### src/hps_pkg.sv
// Shared types, constants and pattern ROM for the haptic pattern sequencer
package hps_pkg;

  localparam int STEPS_PER_PATTERN = 32;
  localparam int TICK_MS           = 50;
  localparam int FADE_UNIT_MS      = 2 * TICK_MS;

  localparam int DUTY_W   = 7;
  localparam int FDIV_W   = 8;
  localparam int STEP_W   = 5;
  localparam int REP_W    = 4;
  localparam int PAT_W    = 3;
  localparam int OP_W     = 2;
  localparam int MS_W     = 16;
  localparam int COUNT_W  = 32;
  localparam int DIV_CNT_W = $clog2(DUTY_W + 1);

  localparam logic [DUTY_W-1:0] DUTY_LIMIT_RESET = DUTY_W'(100);
  localparam logic [PAT_W-1:0]  BREATH_ID        = PAT_W'(4);

  typedef enum logic [OP_W-1:0] {
    OP_TICK       = 2'd0,
    OP_START      = 2'd1,
    OP_START_IDLE = 2'd2
  } opcode_t;

  typedef enum logic [3:0] {
    S_IDLE,
    S_DECODE,
    S_PREP,
    S_LSTART,
    S_LWAIT,
    S_RSTART,
    S_RWAIT,
    S_ADVANCE,
    S_PUBLISH
  } state_t;

  typedef struct packed {
    logic take;
    logic decode;
    logic prep;
    logic div_start;
    logic side_right;
    logic apply;
    logic advance;
    logic publish;
  } hps_ctl_t;

  typedef struct packed {
    logic item_valid;
    logic tick_live;
    logic fade_any;
    logic div_done;
    logic out_free;
  } hps_stat_t;

  typedef struct packed {
    logic [DUTY_W-1:0] left;
    logic [DUTY_W-1:0] right;
    logic [MS_W-1:0]   dur;
    logic              fin;
    logic              fout;
    logic [FDIV_W-1:0] fdiv;
  } step_t;

  function automatic step_t mk_step(int l, int r, int d, bit fi, bit fo, int fd);
    step_t s;
    s.left  = DUTY_W'(l);
    s.right = DUTY_W'(r);
    s.dur   = MS_W'(d);
    s.fin   = fi;
    s.fout  = fo;
    s.fdiv  = FDIV_W'(fd);
    return s;
  endfunction

  function automatic step_t rom_step(logic [PAT_W-1:0] pat, logic [STEP_W-1:0] idx);
    step_t s;
    s = '0;
    unique case (pat)
      3'd0: begin
        unique case (idx)
          5'd0:    s = mk_step(0, 0, 500, 1, 0, 500 / FADE_UNIT_MS);
          5'd1:    s = mk_step(30, 30, 1000, 1, 0, 1000 / FADE_UNIT_MS);
          5'd2:    s = mk_step(60, 60, 1500, 0, 0, 0);
          5'd3:    s = mk_step(40, 40, 1000, 0, 1, 0);
          5'd4:    s = mk_step(20, 20, 1500, 0, 0, 0);
          5'd5:    s = mk_step(5, 5, 1000, 0, 1, 0);
          5'd6:    s = mk_step(0, 0, 500, 0, 0, 0);
          5'd7:    s = mk_step(0, 0, 1000, 0, 0, 0);
          default: s = '0;
        endcase
      end
      3'd1: begin
        unique case (idx)
          5'd0:    s = mk_step(25, 0, 800, 1, 0, 800 / FADE_UNIT_MS);
          5'd1:    s = mk_step(0, 0, 200, 0, 0, 0);
          5'd2:    s = mk_step(0, 25, 800, 1, 0, 800 / FADE_UNIT_MS);
          5'd3:    s = mk_step(0, 0, 200, 0, 0, 0);
          5'd4:    s = mk_step(40, 0, 600, 1, 0, 600 / FADE_UNIT_MS);
          5'd5:    s = mk_step(0, 0, 200, 0, 0, 0);
          5'd6:    s = mk_step(0, 40, 600, 1, 0, 600 / FADE_UNIT_MS);
          5'd7:    s = mk_step(0, 0, 300, 0, 0, 0);
          5'd8:    s = mk_step(15, 15, 1200, 1, 1, 1200 / FADE_UNIT_MS);
          5'd9:    s = mk_step(0, 0, 800, 0, 0, 0);
          default: s = '0;
        endcase
      end
      3'd2: begin
        unique case (idx)
          5'd0:    s = mk_step(80, 80, 150, 0, 0, 0);
          5'd1:    s = mk_step(0, 0, 100, 0, 0, 0);
          5'd2:    s = mk_step(90, 90, 150, 0, 0, 0);
          5'd3:    s = mk_step(0, 0, 200, 0, 0, 0);
          5'd4:    s = mk_step(50, 50, 2000, 1, 0, 2000 / FADE_UNIT_MS);
          5'd5:    s = mk_step(10, 10, 2400, 0, 1, 0);
          default: s = '0;
        endcase
      end
      3'd3: begin
        unique case (idx)
          5'd0:    s = mk_step(30, 0, 300, 1, 0, 300 / FADE_UNIT_MS);
          5'd1:    s = mk_step(0, 30, 300, 1, 0, 300 / FADE_UNIT_MS);
          5'd2:    s = mk_step(45, 0, 400, 0, 0, 0);
          5'd3:    s = mk_step(0, 45, 400, 0, 0, 0);
          5'd4:    s = mk_step(60, 0, 500, 0, 0, 0);
          5'd5:    s = mk_step(0, 60, 500, 0, 0, 0);
          5'd6:    s = mk_step(75, 75, 1000, 0, 1, 0);
          5'd7:    s = mk_step(0, 0, 1600, 0, 0, 0);
          default: s = '0;
        endcase
      end
      3'd4: begin
        unique case (idx)
          5'd0:    s = mk_step(0, 0, 1000, 0, 0, 0);
          5'd1:    s = mk_step(40, 40, 4000, 1, 0, 4000 / FADE_UNIT_MS);
          5'd2:    s = mk_step(20, 20, 7000, 0, 0, 0);
          5'd3:    s = mk_step(10, 10, 8000, 0, 1, 0);
          default: s = '0;
        endcase
      end
      default: s = '0;
    endcase
    return s;
  endfunction

  function automatic logic [STEP_W-1:0] pat_len(logic [PAT_W-1:0] pat);
    logic [STEP_W-1:0] n;
    unique case (pat)
      3'd0:    n = 5'd8;
      3'd1:    n = 5'd10;
      3'd2:    n = 5'd6;
      3'd3:    n = 5'd8;
      3'd4:    n = 5'd4;
      default: n = 5'd0;
    endcase
    return n;
  endfunction

  function automatic logic [REP_W-1:0] pat_rep(logic [PAT_W-1:0] pat);
    logic [REP_W-1:0] n;
    unique case (pat)
      3'd0:    n = 4'd6;
      3'd1:    n = 4'd9;
      3'd2:    n = 4'd4;
      3'd3:    n = 4'd3;
      3'd4:    n = 4'd4;
      default: n = 4'd0;
    endcase
    return n;
  endfunction

  function automatic logic [DUTY_W-1:0] clamp_max(logic [DUTY_W-1:0] v,
                                                  logic [DUTY_W-1:0] lim);
    return (v > lim) ? lim : v;
  endfunction

endpackage

### src/hps_item_if.sv
// Input channel carrying one command word
interface hps_item_if;
  import hps_pkg::*;

  logic              valid;
  logic              ready;
  logic [OP_W-1:0]   opcode;
  logic [PAT_W-1:0]  pattern_select;

  modport source (output valid, opcode, pattern_select, input ready);
  modport sink   (input valid, opcode, pattern_select, output ready);
endinterface

### src/hps_result_if.sv
// Output channel carrying one status word
interface hps_result_if;
  import hps_pkg::*;

  logic               valid;
  logic               ready;
  logic [DUTY_W-1:0]  left_duty;
  logic [DUTY_W-1:0]  right_duty;
  logic               left_on;
  logic               right_on;
  logic               playing;
  logic [STEP_W-1:0]  step_now;
  logic [REP_W-1:0]   repeat_now;
  logic               finished;
  logic [COUNT_W-1:0] start_count;

  modport source (output valid, left_duty, right_duty, left_on, right_on, playing,
                  step_now, repeat_now, finished, start_count, input ready);
  modport sink   (input valid, left_duty, right_duty, left_on, right_on, playing,
                  step_now, repeat_now, finished, start_count, output ready);
endinterface

### src/hps_div.sv
// Iterative restoring divider for the fade step, one quotient bit per cycle
module hps_div
  import hps_pkg::*;
(
  input  logic              clk,
  input  logic              rst,
  input  logic              start,
  input  logic [DUTY_W-1:0] dividend,
  input  logic [FDIV_W-1:0] divisor,
  output logic [DUTY_W-1:0] quotient,
  output logic              done
);

  logic [DUTY_W-1:0]    quo;
  logic [FDIV_W-1:0]    rem;
  logic [DIV_CNT_W-1:0] cnt;
  logic                 busy;
  logic [FDIV_W:0]      trial;
  logic [FDIV_W:0]      diff;
  logic                 fits;

  assign trial    = {rem, quo[DUTY_W-1]};
  assign diff     = trial - {1'b0, divisor};
  assign fits     = trial >= {1'b0, divisor};
  assign quotient = quo;

  always_ff @(posedge clk) begin
    if (rst) begin
      busy <= 1'b0;
      done <= 1'b0;
      cnt  <= '0;
    end else begin
      done <= 1'b0;
      if (start) begin
        busy <= 1'b1;
        cnt  <= DIV_CNT_W'(DUTY_W);
      end else if (busy) begin
        cnt <= cnt - 1'b1;
        if (cnt == DIV_CNT_W'(1)) begin
          busy <= 1'b0;
          done <= 1'b1;
        end
      end
    end
  end

  always_ff @(posedge clk) begin
    if (start) begin
      rem <= '0;
      quo <= dividend;
    end else if (busy) begin
      rem <= fits ? diff[FDIV_W-1:0] : trial[FDIV_W-1:0];
      quo <= {quo[DUTY_W-2:0], fits};
    end
  end

endmodule

### src/hps_ctrl.sv
// Sequencing state machine for command decode, fade and step advance
module hps_ctrl
  import hps_pkg::*;
(
  input  logic      clk,
  input  logic      rst,
  input  hps_stat_t stat,
  output hps_ctl_t  ctl
);

  state_t state;
  state_t state_next;

  always_ff @(posedge clk) begin
    if (rst) begin
      state <= S_IDLE;
    end else begin
      state <= state_next;
    end
  end

  always_comb begin
    state_next = state;
    unique case (state)
      S_IDLE:    if (stat.item_valid) state_next = S_DECODE;
      S_DECODE:  state_next = stat.tick_live ? S_PREP : S_PUBLISH;
      S_PREP:    state_next = stat.fade_any ? S_LSTART : S_ADVANCE;
      S_LSTART:  state_next = S_LWAIT;
      S_LWAIT:   if (stat.div_done) state_next = S_RSTART;
      S_RSTART:  state_next = S_RWAIT;
      S_RWAIT:   if (stat.div_done) state_next = S_ADVANCE;
      S_ADVANCE: state_next = S_PUBLISH;
      S_PUBLISH: if (stat.out_free) state_next = S_IDLE;
      default:   state_next = S_IDLE;
    endcase
  end

  always_comb begin
    ctl            = '0;
    ctl.take       = (state == S_IDLE);
    ctl.decode     = (state == S_DECODE);
    ctl.prep       = (state == S_PREP);
    ctl.div_start  = (state == S_LSTART) || (state == S_RSTART);
    ctl.side_right = (state == S_RSTART) || (state == S_RWAIT);
    ctl.apply      = ((state == S_LWAIT) || (state == S_RWAIT)) && stat.div_done;
    ctl.advance    = (state == S_ADVANCE);
    ctl.publish    = (state == S_PUBLISH) && stat.out_free;
  end

endmodule

### src/hps_dp.sv
// Pattern state, fade arithmetic and output register
module hps_dp
  import hps_pkg::*;
#(
  parameter int STEPS = STEPS_PER_PATTERN
) (
  input  logic              clk,
  input  logic              rst,
  input  logic              cfg_we,
  input  logic [DUTY_W-1:0] cfg_data,
  hps_item_if.sink          item,
  hps_result_if.source      result,
  input  hps_ctl_t          ctl,
  output hps_stat_t         stat
);

  logic [DUTY_W-1:0]  duty_limit;
  logic [OP_W-1:0]    op_q;
  logic [PAT_W-1:0]   sel_q;
  logic [PAT_W-1:0]   pattern_id;
  logic [STEP_W-1:0]  step_index;
  logic [MS_W-1:0]    step_elapsed;
  logic [REP_W-1:0]   repeat_index;
  logic               active;
  logic [FDIV_W-1:0]  fade_divisor;
  logic [DUTY_W-1:0]  tgt_left;
  logic [DUTY_W-1:0]  tgt_right;
  logic [DUTY_W-1:0]  duty_left;
  logic [DUTY_W-1:0]  duty_right;
  logic [COUNT_W-1:0] started_total;
  logic               fin_flag;

  step_t              cur_step;
  logic [MS_W-1:0]    half;
  logic               fade_in;
  logic               fade_dn;
  logic [DUTY_W-1:0]  cur;
  logic [DUTY_W-1:0]  goal;
  logic               up;
  logic [DUTY_W-1:0]  mag;
  logic [DUTY_W-1:0]  quo;
  logic [DUTY_W-1:0]  q_adj;
  logic [DUTY_W-1:0]  faded;
  logic [DUTY_W-1:0]  fade_result;
  logic               div_done;
  logic               do_start;
  logic [MS_W-1:0]    elapsed_sum;
  logic [STEP_W-1:0]  step_inc;
  logic [REP_W-1:0]   repeat_inc;

  assign cur_step = (int'(step_index) < STEPS) ? rom_step(pattern_id, step_index) : '0;
  assign half     = cur_step.dur >> 1;
  assign fade_in  = cur_step.fin && (step_elapsed < half);
  assign fade_dn  = cur_step.fout && (step_elapsed > half);

  assign cur   = ctl.side_right ? duty_right : duty_left;
  assign goal  = fade_in ? (ctl.side_right ? tgt_right : tgt_left) : '0;
  assign up    = goal > cur;
  assign mag   = up ? goal - cur : cur - goal;
  assign q_adj = ((quo == '0) && (mag != '0)) ? DUTY_W'(1) : quo;
  assign faded = up ? cur + q_adj : cur - q_adj;
  assign fade_result = (fade_divisor == '0) ? clamp_max(goal, duty_limit)
                                            : clamp_max(faded, duty_limit);

  assign do_start = (op_q == OP_START) || ((op_q == OP_START_IDLE) && !active);
  assign elapsed_sum = step_elapsed + MS_W'(TICK_MS);
  assign step_inc    = step_index + 1'b1;
  assign repeat_inc  = repeat_index + 1'b1;

  hps_div u_div (
    .clk      (clk),
    .rst      (rst),
    .start    (ctl.div_start),
    .dividend (mag),
    .divisor  (fade_divisor),
    .quotient (quo),
    .done     (div_done)
  );

  assign item.ready = ctl.take;

  assign stat.item_valid = item.valid;
  assign stat.tick_live  = (op_q == OP_TICK) && active;
  assign stat.fade_any   = fade_in || fade_dn;
  assign stat.div_done   = div_done;
  assign stat.out_free   = !result.valid || result.ready;

  always_ff @(posedge clk) begin
    if (item.valid && ctl.take) begin
      op_q  <= item.opcode;
      sel_q <= item.pattern_select;
    end
  end

  always_ff @(posedge clk) begin
    if (rst) begin
      duty_limit    <= DUTY_LIMIT_RESET;
      pattern_id    <= '0;
      step_index    <= '0;
      step_elapsed  <= '0;
      repeat_index  <= '0;
      active        <= 1'b0;
      fade_divisor  <= '0;
      tgt_left      <= '0;
      tgt_right     <= '0;
      duty_left     <= '0;
      duty_right    <= '0;
      started_total <= '0;
      fin_flag      <= 1'b0;
    end else begin
      if (cfg_we) begin
        duty_limit <= cfg_data;
      end
      if (ctl.decode) begin
        fin_flag <= 1'b0;
        if ((op_q == OP_START) && active) begin
          duty_left  <= '0;
          duty_right <= '0;
        end
        if (do_start) begin
          pattern_id    <= sel_q[PAT_W-1] ? BREATH_ID : sel_q;
          step_index    <= '0;
          step_elapsed  <= '0;
          repeat_index  <= '0;
          active        <= 1'b1;
          started_total <= started_total + 1'b1;
        end
      end
      if (ctl.prep && (step_elapsed == '0)) begin
        tgt_left  <= cur_step.left;
        tgt_right <= cur_step.right;
        if (cur_step.fin) begin
          fade_divisor <= cur_step.fdiv;
          duty_left    <= '0;
          duty_right   <= '0;
        end else begin
          duty_left    <= clamp_max(cur_step.left, duty_limit);
          duty_right   <= clamp_max(cur_step.right, duty_limit);
        end
      end
      if (ctl.apply) begin
        if (ctl.side_right) begin
          duty_right <= fade_result;
        end else begin
          duty_left  <= fade_result;
        end
      end
      if (ctl.advance) begin
        if (elapsed_sum >= cur_step.dur) begin
          step_elapsed <= '0;
          step_index   <= step_inc;
          if (step_inc >= pat_len(pattern_id)) begin
            repeat_index <= repeat_inc;
            if (repeat_inc >= pat_rep(pattern_id)) begin
              active     <= 1'b0;
              duty_left  <= '0;
              duty_right <= '0;
              fin_flag   <= 1'b1;
            end else begin
              step_index <= '0;
            end
          end
        end else begin
          step_elapsed <= elapsed_sum;
        end
      end
    end
  end

  always_ff @(posedge clk) begin
    if (rst) begin
      result.valid <= 1'b0;
    end else if (ctl.publish) begin
      result.valid <= 1'b1;
    end else if (result.ready) begin
      result.valid <= 1'b0;
    end
  end

  always_ff @(posedge clk) begin
    if (ctl.publish) begin
      result.left_duty   <= duty_left;
      result.right_duty  <= duty_right;
      result.left_on     <= duty_left != '0;
      result.right_on    <= duty_right != '0;
      result.playing     <= active;
      result.step_now    <= step_index;
      result.repeat_now  <= repeat_index;
      result.finished    <= fin_flag;
      result.start_count <= started_total;
    end
  end

endmodule

### src/haptic_pattern_sequencer.sv
// Two-motor haptic pattern sequencer: one status word per command word.
// Starts, idle ticks and unused opcodes go from decode straight to publish; ticks
// without fade pass prep and advance; ticks with fade also run the 7-bit divider
// for the left and then the right motor. One command word is in work at a time;
// the next can be taken in the cycle after the result loads.
// Synchronous reset clears pattern state, duties, counters; duty limit to 100.
module haptic_pattern_sequencer
  import hps_pkg::*;
#(
  parameter int STEPS = STEPS_PER_PATTERN
) (
  input  logic              clk,
  input  logic              rst,
  input  logic              cfg_we,
  input  logic [DUTY_W-1:0] cfg_data,
  hps_item_if.sink          item,
  hps_result_if.source      result
);

  hps_ctl_t  ctl;
  hps_stat_t stat;

  hps_ctrl u_ctrl (
    .clk  (clk),
    .rst  (rst),
    .stat (stat),
    .ctl  (ctl)
  );

  hps_dp #(
    .STEPS (STEPS)
  ) u_dp (
    .clk      (clk),
    .rst      (rst),
    .cfg_we   (cfg_we),
    .cfg_data (cfg_data),
    .item     (item),
    .result   (result),
    .ctl      (ctl),
    .stat     (stat)
  );

  a_take_one: assert property (@(posedge clk) disable iff (rst)
    item.valid && item.ready |=> !item.ready)
    else $error("second command word taken while one is in work");

  a_done_ends_play: assert property (@(posedge clk) disable iff (rst)
    result.valid && result.finished |-> !result.playing && (result.left_duty == '0)
      && (result.right_duty == '0))
    else $error("finished word shows a live pattern or nonzero duty");

  a_on_flags: assert property (@(posedge clk) disable iff (rst)
    result.valid |-> (result.left_on == (result.left_duty != '0))
      && (result.right_on == (result.right_duty != '0)))
    else $error("motor enable disagrees with duty");

  a_publish_free: assert property (@(posedge clk) disable iff (rst)
    ctl.publish |-> !result.valid || result.ready)
    else $error("result word overwritten before it was taken");

endmodule
### src/flat_wrapper.sv
// flat-port wrapper written by rule: the top's interface ports become plain ports
module haptic_pattern_sequencer_flat import hps_pkg::*;
#(
  parameter int STEPS = STEPS_PER_PATTERN
)
  (clk, rst, cfg_we, cfg_data, item_valid, item_opcode, item_pattern_select, item_ready, result_valid, result_left_duty, result_right_duty, result_left_on, result_right_on, result_playing, result_step_now, result_repeat_now, result_finished, result_start_count, result_ready);
  hps_item_if item_i ();
  hps_result_if result_i ();
  input  logic clk;
  input  logic rst;
  input  logic cfg_we;
  input  logic [DUTY_W-1:0] cfg_data;
  input wire logic [$bits(item_i.valid)-1:0] item_valid;
  input wire logic [$bits(item_i.opcode)-1:0] item_opcode;
  input wire logic [$bits(item_i.pattern_select)-1:0] item_pattern_select;
  output wire logic [$bits(item_i.ready)-1:0] item_ready;
  output wire logic [$bits(result_i.valid)-1:0] result_valid;
  output wire logic [$bits(result_i.left_duty)-1:0] result_left_duty;
  output wire logic [$bits(result_i.right_duty)-1:0] result_right_duty;
  output wire logic [$bits(result_i.left_on)-1:0] result_left_on;
  output wire logic [$bits(result_i.right_on)-1:0] result_right_on;
  output wire logic [$bits(result_i.playing)-1:0] result_playing;
  output wire logic [$bits(result_i.step_now)-1:0] result_step_now;
  output wire logic [$bits(result_i.repeat_now)-1:0] result_repeat_now;
  output wire logic [$bits(result_i.finished)-1:0] result_finished;
  output wire logic [$bits(result_i.start_count)-1:0] result_start_count;
  input wire logic [$bits(result_i.ready)-1:0] result_ready;
  assign item_i.valid = item_valid;
  assign item_i.opcode = item_opcode;
  assign item_i.pattern_select = item_pattern_select;
  assign item_ready = item_i.ready;
  assign result_valid = result_i.valid;
  assign result_left_duty = result_i.left_duty;
  assign result_right_duty = result_i.right_duty;
  assign result_left_on = result_i.left_on;
  assign result_right_on = result_i.right_on;
  assign result_playing = result_i.playing;
  assign result_step_now = result_i.step_now;
  assign result_repeat_now = result_i.repeat_now;
  assign result_finished = result_i.finished;
  assign result_start_count = result_i.start_count;
  assign result_i.ready = result_ready;
  haptic_pattern_sequencer #(.STEPS(STEPS)) u_core (.clk(clk), .rst(rst), .cfg_we(cfg_we), .cfg_data(cfg_data), .item(item_i), .result(result_i));
endmodule
### config.mk
export PLATFORM = sky130hd
export DESIGN_NAME = haptic_pattern_sequencer_flat
export DESIGN_NICKNAME = d
export VERILOG_FILES = /design/src/hps_pkg.sv /design/src/hps_item_if.sv /design/src/hps_result_if.sv /design/src/hps_div.sv /design/src/hps_ctrl.sv /design/src/hps_dp.sv /design/src/haptic_pattern_sequencer.sv /design/src/flat_wrapper.sv
export SDC_FILE = /design/constraint.sdc
export NUM_CORES = 1
export LEC_CHECK = 0
export BUFFER_PORTS_ARGS = -buffer_cell sky130_fd_sc_hd__buf_4
export CAP_MARGIN = 20
export CORE_MARGIN = 2
export CORE_UTILIZATION = 56
export DETAILED_ROUTE_END_ITERATION = 16
export GPL_ROUTABILITY_DRIVEN = 0
export GPL_TIMING_DRIVEN = 0
export PLACE_DENSITY = 0.76
export RECOVER_POWER = 25
export SYNTH_ARGS = -nofsm -noshare
export SYNTH_HDL_FRONTEND = slang
export SYNTH_HIERARCHICAL = 1
export SYNTH_SLANG_ARGS = --single-unit
export TNS_END_PERCENT = 30
### constraint.sdc
create_clock -name clk -period 8.7 [get_ports clk]
set_input_delay 0.87 -clock clk [delete_from_list [all_inputs] [get_ports clk]]
set_output_delay 0.87 -clock clk [all_outputs]
set_load 0.005 [all_outputs]
==> results of run 1 <==
[cell usage in the layout, fill, tap and decap left out, drive strengths merged, types with 6 or more instances in the layout]
master  instances
and4            7
and3           19
xor2           40
a211oi         21
nand4          26
bufinv          6
o31ai          10
mux2i          24
clkinv          6
edfxtp         71
nand2         135
inv            79
dfxtp         172
buf           148
nor4           13
o21ai          64
nand2b         27
nor2          132
nor4b           6
a221o           8
a311oi          6
xnor2          27
nand3          55
nor3b          10
a22oi          11
mux2           22
a21o           22
nor3           23
a221oi         15
ha            102
or3            15
o21a            6
a21oi          79
a31oi          10
clkbuf         76
nor2b          12
and2           12
o211ai          9
[cells in the mapped netlist, drive strengths merged, types with 23 or more instances]
master | instances | area [um^2]
dfxtp | 172 | 3443
nand2 | 135 | 514.2
nor2 | 132 | 495.5
ha | 102 | 1276
a21oi | 79 | 402.9
inv | 78 | 292.8
edfxtp | 71 | 2132
o21ai | 64 | 320.3
nand3 | 55 | 280.3
clkbuf | 51 | 191.4
xor2 | 40 | 350.3
nand2b | 27 | 168.9
xnor2 | 27 | 236.5
nand4 | 26 | 162.7
mux2i | 24 | 240.2
nor3 | 23 | 115.1
[cells by family after synthesis]
kind of cell / synth area share
AO/OA/AOI/OAI: 0.1595
buffers and inverters: 0.04544
multiplexers: 0.03684
flip-flops: 0.4210
adder cells (fa/ha/maj): 0.1039
other: 0.0002831
XOR/XNOR: 0.04431
AND/OR/NAND/NOR: 0.1888
[worst reg2reg max path: cells and delay by family (launching register included)]
family / cells / cell delay, ns
DFF: 1 / 0.36
buffers and inverters: 3 / 0.37
adders and majority gates: 5 / 1.32
xor gates and xnor gates: 4 / 0.74
AOI/OAI and AO/OA: 13 / 2.85
muxes: 2 / 0.24
and+or+nand+nor: 16 / 2.96
[per-stage QoR]
stage / setup TNS (ns) / area [um^2] / power, W / worst slack (ns)
detailed placement: -24.47 / 14310 / 0.001520 / -1.840
global placement: -76.84 / 14250 / 0.001513 / -1.769
global route: -7.173 / 16110 / 0.002776 / -0.5847
CTS: -0.02276 / 15870 / 0.002687 / -0.02276
finish: -2.048 / 16110 / 0.002678 / -0.2217
floorplan: 0 / 13290 / 0.001441 / 0.01293
[layer usage]
layer	routed length, um	up-vias
met3	2906	93
met1	15440	5425
met2	17010	548
li1	-	5491
met4	1048	0
met5	0	-
[layout make-up]
cell class	instances	area, um^2	share of cell area
Tap cell	319	399.1	0.02478
Inverter	78	292.8	0.01817
Sequential cell	243	5589	0.3470
Buffer	59	310.3	0.01926
Clock inverter	17	260.3	0.01616
Multi-Input combinational cell	1040	7596	0.4715
Timing Repair Buffer	136	1021	0.06338
Clock buffer	29	640.6	0.03977
[where the power goes]
group	internal [W]	total (W)	switching, W
clock	0.000711	0.00117	0.000454
sequential	0.00119	0.00121	0.0000217
combinational	0.000125	0.000302	0.000177
[worst max path at each step]
stage                                    startpoint  cells past startpoint                        end
after global routing      u_core/u_dp/step_index[3]                     45  u_core/u_dp/duty_right[6]
after detailed placement  u_core/u_dp/pattern_id[2]                     46   u_core/u_dp/duty_left[2]
after floorplan           u_core/u_dp/step_index[4]                     46  u_core/u_dp/duty_right[6]
final                     u_core/u_dp/step_index[3]                     43  u_core/u_dp/duty_right[6]
after global placement    u_core/u_dp/step_index[0]                     46   u_core/u_dp/duty_left[2]
after CTS                 u_core/u_dp/step_index[4]                     42  u_core/u_dp/duty_right[6]
[what timing repair did]
action | CTS | global route
gates resized for setup | 91 | 40
setup buffers | 35 | 18
hold endpoints to repair | 0 | 0
pin swaps | 42 | 44
endpoints found under the setup margin | 14 | 14
==> qor.txt, run 1 <==
outcome: finished with violations
failing checks: negative setup slack
Die Span X: 157.8 um
syn avg cell area: 9.255 um^2
Critical Path RT: 9.16 ns
CP startpoint kind: register
final slew viol count: 0
Worst VDD drop: 0.0001126 V
GR peak layer: met2
Synth cell types: 80
Avg Vias per Cell: 6.016
Worst EP arrival: 9.38 ns
GRT Total Usage: 0.2854
Worst Hold Path Cells: 0
CP delay by family, top: simple AND/OR/NAND/NOR gates
antenna violations before repair: 0
max_slew headroom: 0.3127
CP Capture Type: register
I/O Buffers: 76
met1 Resource Use GR: 0.3855
die area: 24900 um^2
Avg WL per Cell: 18.95 um
end-of-flow core utilization: 0.6904
post-route setup slack: -0.2217 ns
area grow syn2layout: 21.63%
Cell Area, Synth: 13240 um^2
setup violators final: 14
CP max FO: 6
hold slack: 0.4519 ns
io pins: 78
final cell count without fillers: 1921
post-route ant nets: 0
Final Hold Viols: 0
slack of the worst reg-to-reg path: -0.22 ns
starting density of the core: 0.5676
TritonCTS clock tree: done
Slowest-stage cell, CP: or4_4
Hold EP: u_core/u_dp/result.finished
layout cell share with drive strength beyond 1: 0.1966
HP Start: u_core/u_dp/fin_flag
global-route wire length before repair: 56340 um
core area: 23330 um^2
f_max: 112.1 MHz
YS warnings: 6
FILL cells: 1755
crit path kind: reg2reg
CTS Hold Bufs: 0
clk sinks: 243
ys async rst share: 0
clk slew on worst S/H paths: 0.07 ns
sequential area share after synthesis: 0.4210
largest net degree at the start of global routing: 16
Post-synth EDFFs: 71
critical register-to-register path startpoint: u_core/u_dp/step_index[3]
Num CTS Buffers: 25
post-layout net count: 1706
Worst R2R End: u_core/u_dp/duty_right[6]
max incr delay on CP: 0.57 ns
CTS Buffer Depth: 3
GR Util met3: 0.03805
Primary FF master, synth: dfxtp_1
Vias: 11560
R2R depth: 43
CTS H-tree depth: 1
met2 usage: 0.4758
antenna cells: 0
PwrDens: 166.3 nW/um^2
crit path time final: 8.922 ns
flops & latches, synth: 243
worst-margin pin slew: 1.017 ns
Pre-antenna DRT Iters: 5
max-cap violations: 0
site row count: 56
chip height: 157.8 um
drc violations: 0
CTS Root Buffer Type: clkbuf_16
Routed WL: 36400 um
worst path buffer plus inverter count: 3
Layout Skew: 0.01275 ns
vias in the first global route: 10750
dpl cells: 1834
post-detail-place hpwl: 25810 um
Final Cycle Share: 1.025
Leakage: 6.618 nW
grt ovf: 0
Worst-Skew Late Latency: 0.54 ns
RSZ-0062 raised after global routing: yes
DRT iter0 DRCs: 1156
Worst Hold Class: reg2reg
Post-Syn Instances: 1431
Note: power is estimated with default switching activity, not from simulation.
==> run 2, diff against run 1 <==
--- a/config.mk
+++ b/config.mk
@@ -8,11 +8,11 @@
 export BUFFER_PORTS_ARGS = -buffer_cell sky130_fd_sc_hd__buf_4
 export CAP_MARGIN = 20
 export CORE_MARGIN = 2
-export CORE_UTILIZATION = 56
+export CORE_UTILIZATION = 40
 export DETAILED_ROUTE_END_ITERATION = 16
 export GPL_ROUTABILITY_DRIVEN = 0
 export GPL_TIMING_DRIVEN = 0
-export PLACE_DENSITY = 0.76
+export PLACE_DENSITY = 0.57
 export RECOVER_POWER = 25
 export SYNTH_ARGS = -nofsm -noshare
 export SYNTH_HDL_FRONTEND = slang
==> run 2 against run 1 <==
  * The flow finishes with violations (max-capacitance violations, max-slew violations, negative setup slack)
  * Register-to-register slack better by 0.09 ns
  * First-iteration DRC count down 36%
  * Clock-buffer cell count up 9
  * Power up 1.4%
  * Non-clock buffer count up 5
  * Fmax up 1.0%
  * Critical path type unchanged
  * Largest power group unchanged
==> qor.txt, run 2 (synthesis gave the netlist of run 1 again) <==
outcome: finished with violations
failing checks: max-capacitance violations, max-slew violations, negative setup slack
antenna violations before repair: 0
CP dominant cell by count: ha_1
Critical Path RT: 9.15 ns
final slew viol count: 7
layout cell share with drive strength beyond 1: 0.1958
max_slew headroom: -0.03896
Layout Skew: 0.02774 ns
worst-margin pin slew: 1.544 ns
core area: 32540 um^2
Vias: 11190
Logic pwr share: 0.113
Worst Setup SP: u_core/u_dp/pattern_id[2]
Sum Neg Setup Slack: -0.5055 ns
post-layout net count: 1712
die area: 34580 um^2
Flop pwr share: 0.446
HP Start: u_core/u_dp/fin_flag
Worst EP arrival: 9.28 ns
starting density of the core: 0.4071
CTS Buffer Depth: 3
critical register-to-register path startpoint: u_core/u_dp/pattern_id[2]
Routed WL: 36960 um
crit path kind: reg2reg
Tot Pwr: 0.002716 W
CP Capture Type: register
Worst Hold Class: reg2reg
site row count: 66
antenna cells: 0
most common cell after layout, fill and taps aside: dfxtp_1
Avg WL per Cell: 18.02 um
Leakage: 6.684 nW
drc violations: 0
post-route setup slack: -0.1297 ns
CTS Root Buffer Type: clkbuf_16
Avg Vias per Cell: 5.456
DRT iter0 DRCs: 742
global-route wire length before repair: 58080 um
max incr delay on CP: 0.56 ns
CTS H-tree depth: 1
GRT Total Usage: 0.2124
Worst-Skew Late Latency: 0.54 ns
grt ovf: 0
switching power total: 0.0006529 W
end-of-flow core utilization: 0.5031
Finished Cell Area: 16370 um^2
max-cap violations: 1
post-route ant nets: 0
vias in the first global route: 10640
TritonCTS clock tree: done
CP max FO: 7
Placement Cell Area: 14470 um^2
Pint: 0.002063 W
io pins: 78
area grow syn2layout: 23.59%
Final Cycle Share: 1.015
clk slew on worst S/H paths: 0.06 ns
Die Span X: 186.0 um
final cell count without fillers: 2051
I/O Buffers: 76
f_max: 113.3 MHz
crit path time final: 8.830 ns
setup violators final: 7
Pre-antenna DRT Iters: 5
Final Hold Viols: 0
post-detail-place hpwl: 27670 um
clk sinks: 243
Num CTS Buffers: 26
commonest non-fill, non-tap cells in the layout: 168 x dfxtp_1, 129 x nand2_1, 127 x nor2_1
dpl cells: 1958
chip height: 186.0 um
Worst VDD drop: 0.0001501 V
Clock power frac: 0.441
switching part of the total: 0.2403
PwrDens: 166.0 nW/um^2
largest net degree at the start of global routing: 15
Slowest-stage cell, CP: or4_4
RSZ-0062 raised after global routing: yes
CP startpoint kind: register
-- run 2: changes by cell type in the layout (fill, tap and decap cells not counted), sizes merged --
cell	previous run	this run
clkbuf	76	94
buf	148	144
clkinvlp	4	1
bufinv	6	4
clkinv	6	5
inv	79	78
-- run 2: worst max-delay path: cells and delay by family, from the launching register on --
| kind | cells | cell delay [ns] |
|---|---|---|
| and+or+nand+nor | 16 | 3.14 |
| AOI/OAI and AO/OA | 12 | 2.27 |
| adders and majority gates | 5 | 1.42 |
| buffers and inverters | 6 | 0.69 |
| xor gates and xnor gates | 3 | 0.52 |
| muxes | 2 | 0.34 |
| DFF | 1 | 0.36 |
-- run 2: final timing paths --
path / end / slack, ns / cells past startpoint
worst max-delay path: u_core/u_dp/duty_right[6] / -0.13 / 44
worst min-delay path: u_core/u_dp/result.finished / 0.45 / 0
worst min register to register: u_core/u_dp/result.finished / 0.45 / 0
worst max register to register: u_core/u_dp/duty_right[6] / -0.13 / 44
-- run 2: layout make-up --
type | instances | area, um^2
Buffer | 63 | 339.1
Clock buffer | 38 | 788.3
Clock inverter | 10 | 166.4
Fill cell | 3022 | 16170
Inverter | 78 | 292.8
Multi-Input combinational cell | 1040 | 7597
Sequential cell | 243 | 5585
Tap cell | 442 | 553.0
Timing Repair Buffer | 137 | 1046
-- run 2: layer usage --
metal,vias up,GRT usage,part of all wire
met1,5290,0.2974,0.47
met5,-,0,0
li1,5500,-,-
met4,0,0.06173,0.026
met2,340,0.3429,0.45
met3,61,0.02680,0.056
-- run 2: power by group through the flow --
| stage | clock network [W] | logic [W] | registers [W] |
|---|---|---|---|
| final | 0.00120 | 0.000307 | 0.00121 |
| after floorplan | 0 | 0.000210 | 0.00123 |
| after global placement | 0 | 0.000284 | 0.00124 |
| after global routing | 0.00127 | 0.000344 | 0.00121 |
| after CTS | 0.00122 | 0.000302 | 0.00121 |
| after detailed placement | 0 | 0.000292 | 0.00124 |
-- run 2: what timing repair did --
action	in CTS	in global routing
resized for setup	91	45
buffers inserted	35	18
hold buffers	0	0
pin swaps	42	45
setup endpoints to repair	14	14
-- run 2: metrics by stage --
step                      worst slack (ns)  hold slack [ns]
after global placement              -2.130           0.4175
after floorplan                    0.01293           0.4093
final                              -0.1297           0.4453
after detailed placement            -2.062           0.4183
after global routing               -0.5232           0.4687
after CTS                         -0.01938           0.4369
==> run 3, diff against run 2 <==
==> constraint.sdc (replaced) <==
create_clock -name clk -period 8.7 [get_ports clk]
set_input_delay 1.74 -clock clk [delete_from_list [all_inputs] [get_ports clk]]
set_output_delay 1.74 -clock clk [all_outputs]
set_load 0.01 [all_outputs]
==> run 3 against run 2 <==
  * The run ends with negative setup slack left
  * Clock-buffer cell count stayed put
  * Register-to-register slack is essentially flat
  * Clock power about the same
  * Global-route usage did not move
  * Critical path depth unchanged
  * Critical path type unchanged
  * Largest power group unchanged
  * Highest routed layer unchanged
==> qor.txt, run 3 (synthesis gave the netlist of run 1 again) <==
site row count: 66
TritonCTS clock tree: done
Slowest-stage cell, CP: or4_4
DRT iter0 DRCs: 722
antenna violations before repair: 0
CTS Root Buffer Type: clkbuf_16
final cell count without fillers: 2051
Num CTS Buffers: 26
setup violators final: 11
outcome: finished with violations
vias in the first global route: 10640
grt ovf: 0
R2R depth: 44
crit path kind: reg2reg
failing checks: negative setup slack
area grow syn2layout: 23.57%
Worst VDD drop: 0.0001508 V
post-layout net count: 1712
post-detail-place hpwl: 27670 um
CP startpoint kind: register
worst-margin pin slew: 0.9022 ns
final slew viol count: 0
Routed WL: 36980 um
I/O Buffers: 76
Avg WL per Cell: 18.03 um
die area: 34580 um^2
max-cap violations: 0
Worst Hold Path Cells: 0
clk sinks: 243
CP max FO: 7
Avg Vias per Cell: 5.472
Worst EP arrival: 9.28 ns
io pins: 78
Final Cycle Share: 1.015
starting density of the core: 0.4071
slack of the worst reg-to-reg path: -0.13 ns
antenna cells: 0
clk slew on worst S/H paths: 0.06 ns
max_slew headroom: 0.3935
RSZ-0062 raised after global routing: yes
Layout Skew: 0.02661 ns
Critical Path RT: 9.15 ns
dpl cells: 1958
max incr delay on CP: 0.56 ns
post-route ant nets: 0
Die Span X: 186.0 um
CTS Buffer Depth: 3
crit path time final: 8.833 ns
hold slack: 0.4450 ns
CP dominant cell by count: ha_1
Final Hold Viols: 0
chip height: 186.0 um
Sum Neg Setup Slack: -0.5925 ns
Worst Hold Class: reg2reg
global-route wire length before repair: 58080 um
GRT Total Usage: 0.2124
Finished Cell Area: 16370 um^2
CP Capture Type: register
largest net degree at the start of global routing: 15
Vias: 11220
Worst-Skew Late Latency: 0.54 ns
Pre-antenna DRT Iters: 5
Placement Cell Area: 14470 um^2
most common cell after layout, fill and taps aside: dfxtp_1
CTS Hold Bufs: 0
FILL cells: 3021
layout cell share with drive strength beyond 1: 0.1952
post-route setup slack: -0.1330 ns
Place WS: -2.062 ns
CTS H-tree depth: 1
PwrDens: 166.2 nW/um^2
Leakage: 6.683 nW
commonest non-fill, non-tap cells in the layout: 168 x dfxtp_1, 130 x buf_4, 129 x nand2_1
core area: 32540 um^2
f_max: 113.2 MHz
drc violations: 0
## run 3: per-layer routing
metal / share of wire / GRT usage / vias to the layer above / wire (um)
li1: - / - / 5496 / -
met1: 0.47 / 0.2974 / 5301 / 17300
met5: 0 / 0 / - / 0
met3: 0.060 / 0.02680 / 60 / 2202
met2: 0.45 / 0.3429 / 367 / 16540
met4: 0.025 / 0.06173 / 0 / 939
## run 3: timing repair
action                     4_1_cts  5_1_grt
resized for setup               91       45
pin swaps                       42       45
setup endpoints to repair       14       14
buffers inserted                35       18
## run 3: area by class of cell
| type | count | area (um^2) | share of cell area |
|---|---|---|---|
| multi-input combinational | 1040 | 7599 | 0.4643 |
| sequential | 243 | 5585 | 0.3413 |
| timing repair buffer | 137 | 1042 | 0.06369 |
| clock buffer | 38 | 788.3 | 0.04817 |
| tap | 442 | 553.0 | 0.03379 |
| buffer | 63 | 339.1 | 0.02072 |
| inverter | 78 | 292.8 | 0.01789 |
| clock inverter | 10 | 166.4 | 0.01017 |
## run 3: worst max-delay path, delay by kind of cell, from the launching register on
kind            cells  cell delay (ns)
compound gates     12             2.25
xor+xnor            3             0.52
fa+ha+maj           5             1.44
buf+inv             6             0.69
flops               1             0.36
mux                 2             0.34
simple gates       16             3.13
## run 3: worst paths after layout
check,from,endpoint
setup / recovery,u_core/u_dp/step_index[3],u_core/u_dp/duty_right[6]
hold / removal,u_core/u_dp/fin_flag,u_core/u_dp/result.finished
setup reg to reg,u_core/u_dp/step_index[3],u_core/u_dp/duty_right[6]
hold reg to reg,u_core/u_dp/fin_flag,u_core/u_dp/result.finished
## run 3: metrics by stage
step	power (W)	util
after global routing	0.002832	0.5030
after floorplan	0.001444	-
after detailed placement	0.001530	0.4448
final	0.002720	0.5030
after global placement	0.001526	0.4429
after CTS	0.002736	0.4945
## run 3: report_power, final
part	internal, W	switching (W)
combinational	0.000126	0.000184
sequential	0.00119	0.0000220
clock	0.000748	0.000451
